### src/rtl/loonn_pkg.sv
package loonn_pkg;

  localparam int unsigned MAX_ROWS_DEF    = 1024;
  localparam int unsigned MAX_COLUMNS_DEF = 64;
  localparam int unsigned VALUE_WIDTH_DEF = 16;

  localparam int unsigned PERCENT_Q8 = 25600;
  localparam int unsigned COUNT_W    = 11;
  localparam int unsigned ACC_W      = 15;
  localparam int unsigned ROW_IDX_W  = 10;
  localparam int unsigned COL_IDX_W  = 6;
  localparam int unsigned ELEM_W     = 16;
  localparam int unsigned CFG_IDX_W  = 2;
  localparam int unsigned CFG_DATA_W = 64;

  localparam logic [CFG_IDX_W-1:0] REG_FEATURE_MASK = 2'd0;
  localparam logic [CFG_IDX_W-1:0] REG_ROW_COUNT    = 2'd1;
  localparam logic [CFG_IDX_W-1:0] REG_COLUMN_COUNT = 2'd2;

  localparam logic OP_LOAD = 1'b0;
  localparam logic OP_EVAL = 1'b1;

  // controller -> datapath commands
  typedef struct packed {
    logic load;        // write one element from the request
    logic start;       // clear the run counters
    logic row_begin;   // start a new query row i
    logic pair_begin;  // start a new candidate row k
    logic rd_a;        // read element (i,f)
    logic rd_b;        // read element (k,f)
    logic accum;       // add squared difference of the last pair
    logic compare;     // finish candidate: compare with best
    logic label_a;     // read label of row i
    logic label_b;     // read label of best row
    logic score;       // compare labels, count
    logic div_start;   // start the accuracy division
  } loonn_cmd_t;

  // datapath -> controller status
  typedef struct packed {
    logic last_col;    // feature column is the last one
    logic skip_pair;   // k equals i
    logic last_k;      // candidate is the last row
    logic last_i;      // query is the last row
    logic div_done;
  } loonn_sts_t;

endpackage

### src/rtl/loonn_ctrl.sv
module loonn_ctrl (
  input  logic                 clk,
  input  logic                 rst,
  input  logic                 in_valid,
  input  logic                 in_op,
  output logic                 in_ready,
  output logic                 out_valid,
  input  logic                 out_ready,
  input  loonn_pkg::loonn_sts_t sts,
  output loonn_pkg::loonn_cmd_t cmd
);

  typedef enum logic [12:0] {
    S_IDLE  = 13'b0000000000001,
    S_ROW   = 13'b0000000000010,
    S_PAIR  = 13'b0000000000100,
    S_RDA   = 13'b0000000001000,
    S_RDB   = 13'b0000000010000,
    S_ACC   = 13'b0000000100000,
    S_SQ    = 13'b0000001000000,
    S_SUM   = 13'b0000010000000,
    S_CMP   = 13'b0000100000000,
    S_LBLA  = 13'b0001000000000,
    S_LBLB  = 13'b0010000000000,
    S_DIV   = 13'b0100000000000,
    S_OUT   = 13'b1000000000000
  } state_t;

  state_t state, state_next;
  logic   accum_pend, accum_pend_next;

  assign in_ready  = (state == S_IDLE);
  assign out_valid = (state == S_OUT);

  always_ff @(posedge clk) begin
    if (rst) begin
      state      <= S_IDLE;
      accum_pend <= 1'b0;
    end else begin
      state      <= state_next;
      accum_pend <= accum_pend_next;
    end
  end

  always_comb begin
    state_next      = state;
    accum_pend_next = 1'b0;
    cmd             = '0;
    unique case (state)
      S_IDLE: begin
        if (in_valid) begin
          if (in_op == loonn_pkg::OP_EVAL) begin
            cmd.start  = 1'b1;
            state_next = S_ROW;
          end else begin
            cmd.load = 1'b1;
          end
        end
      end
      S_ROW: begin
        cmd.row_begin = 1'b1;
        state_next    = S_PAIR;
      end
      S_PAIR: begin
        if (sts.skip_pair) begin
          cmd.compare = 1'b0;
          // advance k without a distance when k == i
          cmd.pair_begin = 1'b1;
          if (sts.last_k) state_next = S_LBLA;
        end else begin
          state_next = S_RDA;
        end
      end
      S_RDA: begin
        cmd.rd_a = 1'b1;
        state_next = S_RDB;
      end
      S_RDB: begin
        cmd.rd_b = 1'b1;
        state_next = S_ACC;
      end
      S_ACC: begin
        cmd.accum = 1'b1;
        if (sts.last_col) state_next = S_SQ;
        else state_next = S_RDA;
      end
      // hold until the last square has reached the running sum
      S_SQ: begin
        state_next = S_SUM;
      end
      S_SUM: begin
        state_next = S_CMP;
      end
      S_CMP: begin
        cmd.compare    = 1'b1;
        cmd.pair_begin = 1'b1;
        if (sts.last_k) state_next = S_LBLA;
        else state_next = S_PAIR;
      end
      S_LBLA: begin
        cmd.label_a = 1'b1;
        state_next  = S_LBLB;
      end
      S_LBLB: begin
        if (!accum_pend) begin
          cmd.label_b     = 1'b1;
          accum_pend_next = 1'b1;
        end else begin
          cmd.score = 1'b1;
          if (sts.last_i) begin
            // start the division once the last count has landed
            accum_pend_next = 1'b1;
            state_next      = S_DIV;
          end else begin
            state_next = S_ROW;
          end
        end
      end
      S_DIV: begin
        if (accum_pend) cmd.div_start = 1'b1;
        else if (sts.div_done) state_next = S_OUT;
      end
      S_OUT: begin
        if (out_ready) state_next = S_IDLE;
      end
      default: state_next = S_IDLE;
    endcase
  end

  a_load_only_idle: assert property (@(posedge clk) disable iff (rst)
    cmd.load |-> state == S_IDLE) else $error("load outside idle");
  a_out_after_div: assert property (@(posedge clk) disable iff (rst)
    $rose(out_valid) |-> $past(state) == S_DIV) else $error("result without division");
  a_no_accept_busy: assert property (@(posedge clk) disable iff (rst)
    state != S_IDLE |-> !in_ready) else $error("ready while busy");

endmodule

### config.mk
export PLATFORM = sky130hd
export DESIGN_NAME = loonn_ctrl
export DESIGN_NICKNAME = d
export VERILOG_FILES = /design/src/rtl/loonn_pkg.sv /design/src/rtl/loonn_ctrl.sv
export SDC_FILE = /design/constraint.sdc
export NUM_CORES = 1
export LEC_CHECK = 0
export ABC_CLOCK_PERIOD_IN_PS = 2460
export BUFFER_PORTS_ARGS = -buffer_cell sky130_fd_sc_hd__buf_2
export CAP_MARGIN = 0
export CORE_AREA = 2 2 60 62
export DETAILED_ROUTE_END_ITERATION = 8
export DIE_AREA = 0 0 62 64
export SLEW_MARGIN = 20
export SYNTH_ARGS = -nofsm -noshare
export SYNTH_HDL_FRONTEND = slang
export SYNTH_SLANG_ARGS = --single-unit
### constraint.sdc
create_clock -name clk -period 2.46 [get_ports clk]
set_clock_uncertainty 0.2 [all_clocks]
set_input_delay 0.123 -clock clk [delete_from_list [all_inputs] [get_ports clk]]
set_output_delay 0.123 -clock clk [all_outputs]
set_load 0.05 [all_outputs]
# Yosys cells after proc, flatten, opt, wreduce, memory -nomap -nowiden
# Index checks and enable logic that the tools add are counted.
# totals
reg_bits,14
in_bits,10
word_cells,55
# op_classes
eq_ne,20
n_mux,30
bitwise,1
n_reduce_logical,2
# ops
operator,count
$pmux 13 s13,1
$mux 13,8
$mux 1,14
$eq 13x1->1 const B,1
$eq 13x10->1 const B,1
$eq 13x11->1 const B,1
$eq 13x12->1 const B,1
$eq 13x13->1 const B,1
$eq 13x2->1 const B,1
$eq 13x3->1 const B,1
$eq 13x4->1 const B,1
$eq 13x5->1 const B,1
$eq 13x6->1 const B,1
$eq 13x7->1 const B,1
$eq 13x8->1 const B,1
$eq 13x9->1 const B,1
$mux 12,1
$mux 10,1
$ne 2x2->1 const B,5
$mux 7,1
$reduce_and 7->1,1
$mux 2,3
$ne 3x3->1 const B,1
$ne 2x1->1 const B,1
3 further kinds,3

# Logic depth before layout (Yosys ltp)
# depth
ltp_word,3
ltp_mapped,6

# Worst setup path before layout
# No wires, ideal clock.
# synth_path
path_kind,flip-flop to output port
startpoint,register state[1]
endpoint,output cmd[8] (netlist bit)
arrival_time_ps,2772
t_required_ps,2137
setup_slack_ps,-635
stages_incl_launch_ff,6
path_buffers,1
cell_sequence,dfxtp_1 buf_6 nor4_4 nand3_1 nor3b_1 nand2b_1
# synth_rtl
item,line_no,text
"start, declared",loonn_ctrl.sv:29,"state_t state, state_next;"
"start signal, assigned",loonn_ctrl.sv:40,state <= state_next;
"end, declared",loonn_ctrl.sv:10,output loonn_pkg::loonn_cmd_t cmd

==> flow_metrics.env <==
export IMPL_hold_path_class="in2reg"
export IMPL_clkPwrFrac_pct=22.7
export IMPL_clk_pin_slew_ps=90
export IMPL_yosysTopAreaCell="dfxtp_1"
export IMPL_syn_avg_cell_area_um2=8.08
export IMPL_cp_data_arrival_time_ps=2020
export IMPL_totalNegativeSetupSlack_ps=0
export IMPL_pwr_share_comb_pct=41.5
export IMPL_rsz0062_at_grt="no"
export IMPL_synth_area_leaders="dfxtp_1, nor2_1, nor3b_1"
export IMPL_cp_num_buf_inv=2
export IMPL_grt_pass1_wl_um=3980
export IMPL_place_area_um2=1150
export IMPL_ys_seq_area_share_pct=28.7
export IMPL_r2r_start="state[11]$_SDFFE_PP0P_"
export IMPL_drive_gt1_share_pct=33.1
export IMPL_grt_use_total_pct=13.3
export IMPL_grt_max_degree=15
export IMPL_dpl_hpwl_um=1870
export IMPL_p_leak_nw=0.537
export IMPL_power_switching_mw=0.301
export IMPL_ys_flop_type="dfxtp_1"
export IMPL_root_buffer="clkbuf_4"
export IMPL_synth_edf_count=0
export IMPL_synthMuxAreaShare_pct=1.02
export IMPL_grt_antenna_before_repair=0
export IMPL_status="finished, final reports clean"
export IMPL_synth_cell_types=42
export IMPL_worst_r2r_endpoint="state[11]$_SDFFE_PP0P_"
export IMPL_grt_busiest_layer="met2"
export IMPL_cts_tree="done"
export IMPL_crit_family="simple AND/OR/NAND/NOR gates"
export IMPL_num_rows=21
export IMPL_port_buffers=23
export IMPL_drc=0
export IMPL_path_cells="nor4_4 -> buf_4 -> nand3_1 -> nor4_2 -> buf_2"
export IMPL_die_h_um=64
export IMPL_hold_slack_ps=39.0
export IMPL_hold_depth=4
export IMPL_r2r_cells=5
export IMPL_hold_start="in_valid"
export IMPL_die_x_um=62
export IMPL_synth_simple_area_share_pct=44.9
export IMPL_met1_usage_pct=18.3
export IMPL_nFillCells=355
export IMPL_synth_compound_area_share_pct=15.6
export IMPL_cpPeakStageDelay_ps=420
export IMPL_critPathKind="reg2out"
export IMPL_core_um2=3280
export IMPL_synth_async_sr_flop_share_pct=0
export IMPL_critPathMaxFanout=7
export IMPL_cp_start_kind="flop"
export IMPL_drt_iter0_drc=65
export IMPL_max_slew_margin_pct=60.7
export IMPL_vias=1008
export IMPL_cts_buffers_inserted=3
export IMPL_synth_top_family_by_area="simple AND/OR/NAND/NOR gates"
export IMPL_synthXorXnorAreaFrac_pct=3.59
export IMPL_worst_pin_slew_ps=574
export IMPL_gp_congestion=0.791
export IMPL_fin_util_pct=38.6
export IMPL_power_mw=0.743
export IMPL_htreeDepth=1
export IMPL_ys_warn_count=0
export IMPL_finalMaxSlewViolations=0
export IMPL_yosys_area_share_adder_pct=0
export IMPL_fin_cells=194
export IMPL_firstDrtPassIters=4
export IMPL_clock_latency_ps=290
export IMPL_seqPwrFrac_pct=35.8
export IMPL_fin_ws_ps=117
export IMPL_required_ps=2140
export IMPL_synthCells=121
export IMPL_drt_wirelength_per_cell_um=12.9
export IMPL_top_level_ports=24
export IMPL_yosysMostFrequentCell="dfxtp_1"
export IMPL_ir_drop_v=0.000346
export IMPL_period_needed_ps=2340
export IMPL_fin_area_um2=1270
export IMPL_p_per_area_nw_per_um2=586
export IMPL_synth_seq_cells=14
export IMPL_area_growth_pct=29.7
export IMPL_r2r_slack_ps=330
export IMPL_ant_nets=0
export IMPL_insertedDiodeCount=0
export IMPL_maxCapViolations=0
export IMPL_syn_num_nets=131
export IMPL_vias_per_cell=5.20
export IMPL_use_met2_pct=19.3
export IMPL_fmax_ghz=0.427
export IMPL_start_util_pct=29.8
export IMPL_synth_commonest_cells="dfxtp_1, nor2_1, nand2_1"
export IMPL_synth_top_area_share_pct=28.7
export IMPL_grt_pass1_vias=895
export IMPL_crit_slowest_cell="nor4_4"
export IMPL_p_int_mw=0.442
export IMPL_hold_violations=0
export IMPL_place_ws_ps=356
export IMPL_place_inst=184
export IMPL_clockBufferDepth=2
export IMPL_fin_nets=159
export IMPL_netlist_area_um2=977
export IMPL_grt_util_met3_pct=4.25
export IMPL_hold_end="state[0]$_SDFFE_PP1P_"
export IMPL_drt_total_wl_um=2500
export IMPL_cts_num_sinks=14
export IMPL_swShare_pct=40.5
export IMPL_min_period_over_period_pct=95.2
export IMPL_grt_overflow=0
export IMPL_dieArea_um2=3970
export IMPL_cp_end_kind="output pin"
export IMPL_setup_viol_count_final=0
-- worst max-delay path by stage --
stage	start	end	slack (ps)	depth (start not counted)
after floorplan	state[5]$_SDFFE_PP0P_	cmd[8]	-90	5
final	state[3]$_SDFFE_PP0P_	cmd[6]	120	5
after detailed placement	state[5]$_SDFFE_PP0P_	cmd[9]	360	6
after CTS	state[5]$_SDFFE_PP0P_	cmd[9]	20	6
after global routing	state[3]$_SDFFE_PP0P_	cmd[6]	7	5
after global placement	state[11]$_SDFFE_PP0P_	state[11]$_SDFFE_PP0P_	380	5
-- logic make-up (layout without fill, tap and decap cells) --
kind of cell | after synthesis | after routing
AND/OR/NAND/NOR | 66 | 66
AO/OA/AOI/OAI | 23 | 23
flip-flops | 14 | 14
buffers and inverters | 13 | 40
XOR/XNOR | 4 | 4
multiplexers | 1 | 1
-- registers in the layout, summed over array words and instances, names as in the netlist --
register,flops
state,13
accum_pend,1
-- worst reg2reg max path: cells and delay by family, from the launching register on --
kind | cells | cell delay [ps]
AND/OR/NAND/NOR | 3 | 790
AO/OA/AOI/OAI | 2 | 520
flip-flops | 1 | 570
-- per-layer routing --
layer / up-vias / routed length (um) / share of wire [%]
met2: 26 / 1140 / 46
met3: 2 / 102 / 4.1
met1: 475 / 1220 / 49
li1: 505 / - / -
met4: 0 / 29 / 1.2
met5: - / 0 / 0
-- power by group through the flow --
stage / combinational [mW] / clock [mW] / sequential, mW
4_1_cts: 0.298 / 0.173 / 0.265
6_report: 0.308 / 0.169 / 0.266
3_5_place_dp: 0.291 / 0 / 0.270
3_3_place_gp: 0.289 / 0 / 0.270
2_1_floorplan: 0.250 / 0 / 0.255
5_1_grt: 0.331 / 0.183 / 0.269
-- area by class of cell --
cell class	instances	area, um2	share of cell area [%]
Clock buffer	4	36.3	2.86
Inverter	6	22.5	1.78
Multi-Input combinational cell	94	678	53.5
Sequential cell	14	283	22.3
Tap cell	46	57.6	4.54
Timing Repair Buffer	30	190	15.0
-- layout by cell type, fill, tap and decap left out, drive strengths merged, types with 2 or more instances in the layout --
cell and instances:
nand2 9, a31oi 4, nor4b 3, nand3 5
and2 4, a21oi 4, a211oi 2, o21ai 5
buf 21, nand2b 2, o22a 2, nor4 5
dfxtp 14, nor3 7, inv 6, nor2 10
and3 5, or4 3, dlygate4sd3 5, nand4b 2
clkbuf 8, o31ai 2, xor2 4, nor3b 6
-- what timing repair did --
action	in CTS	in global routing
hold buffers	5	0
resized for setup	0	9
buffers inserted	0	1
endpoints found under the setup margin	0	5
hold endpoints to repair	6	0
Power figures use the tool's default switching activity.
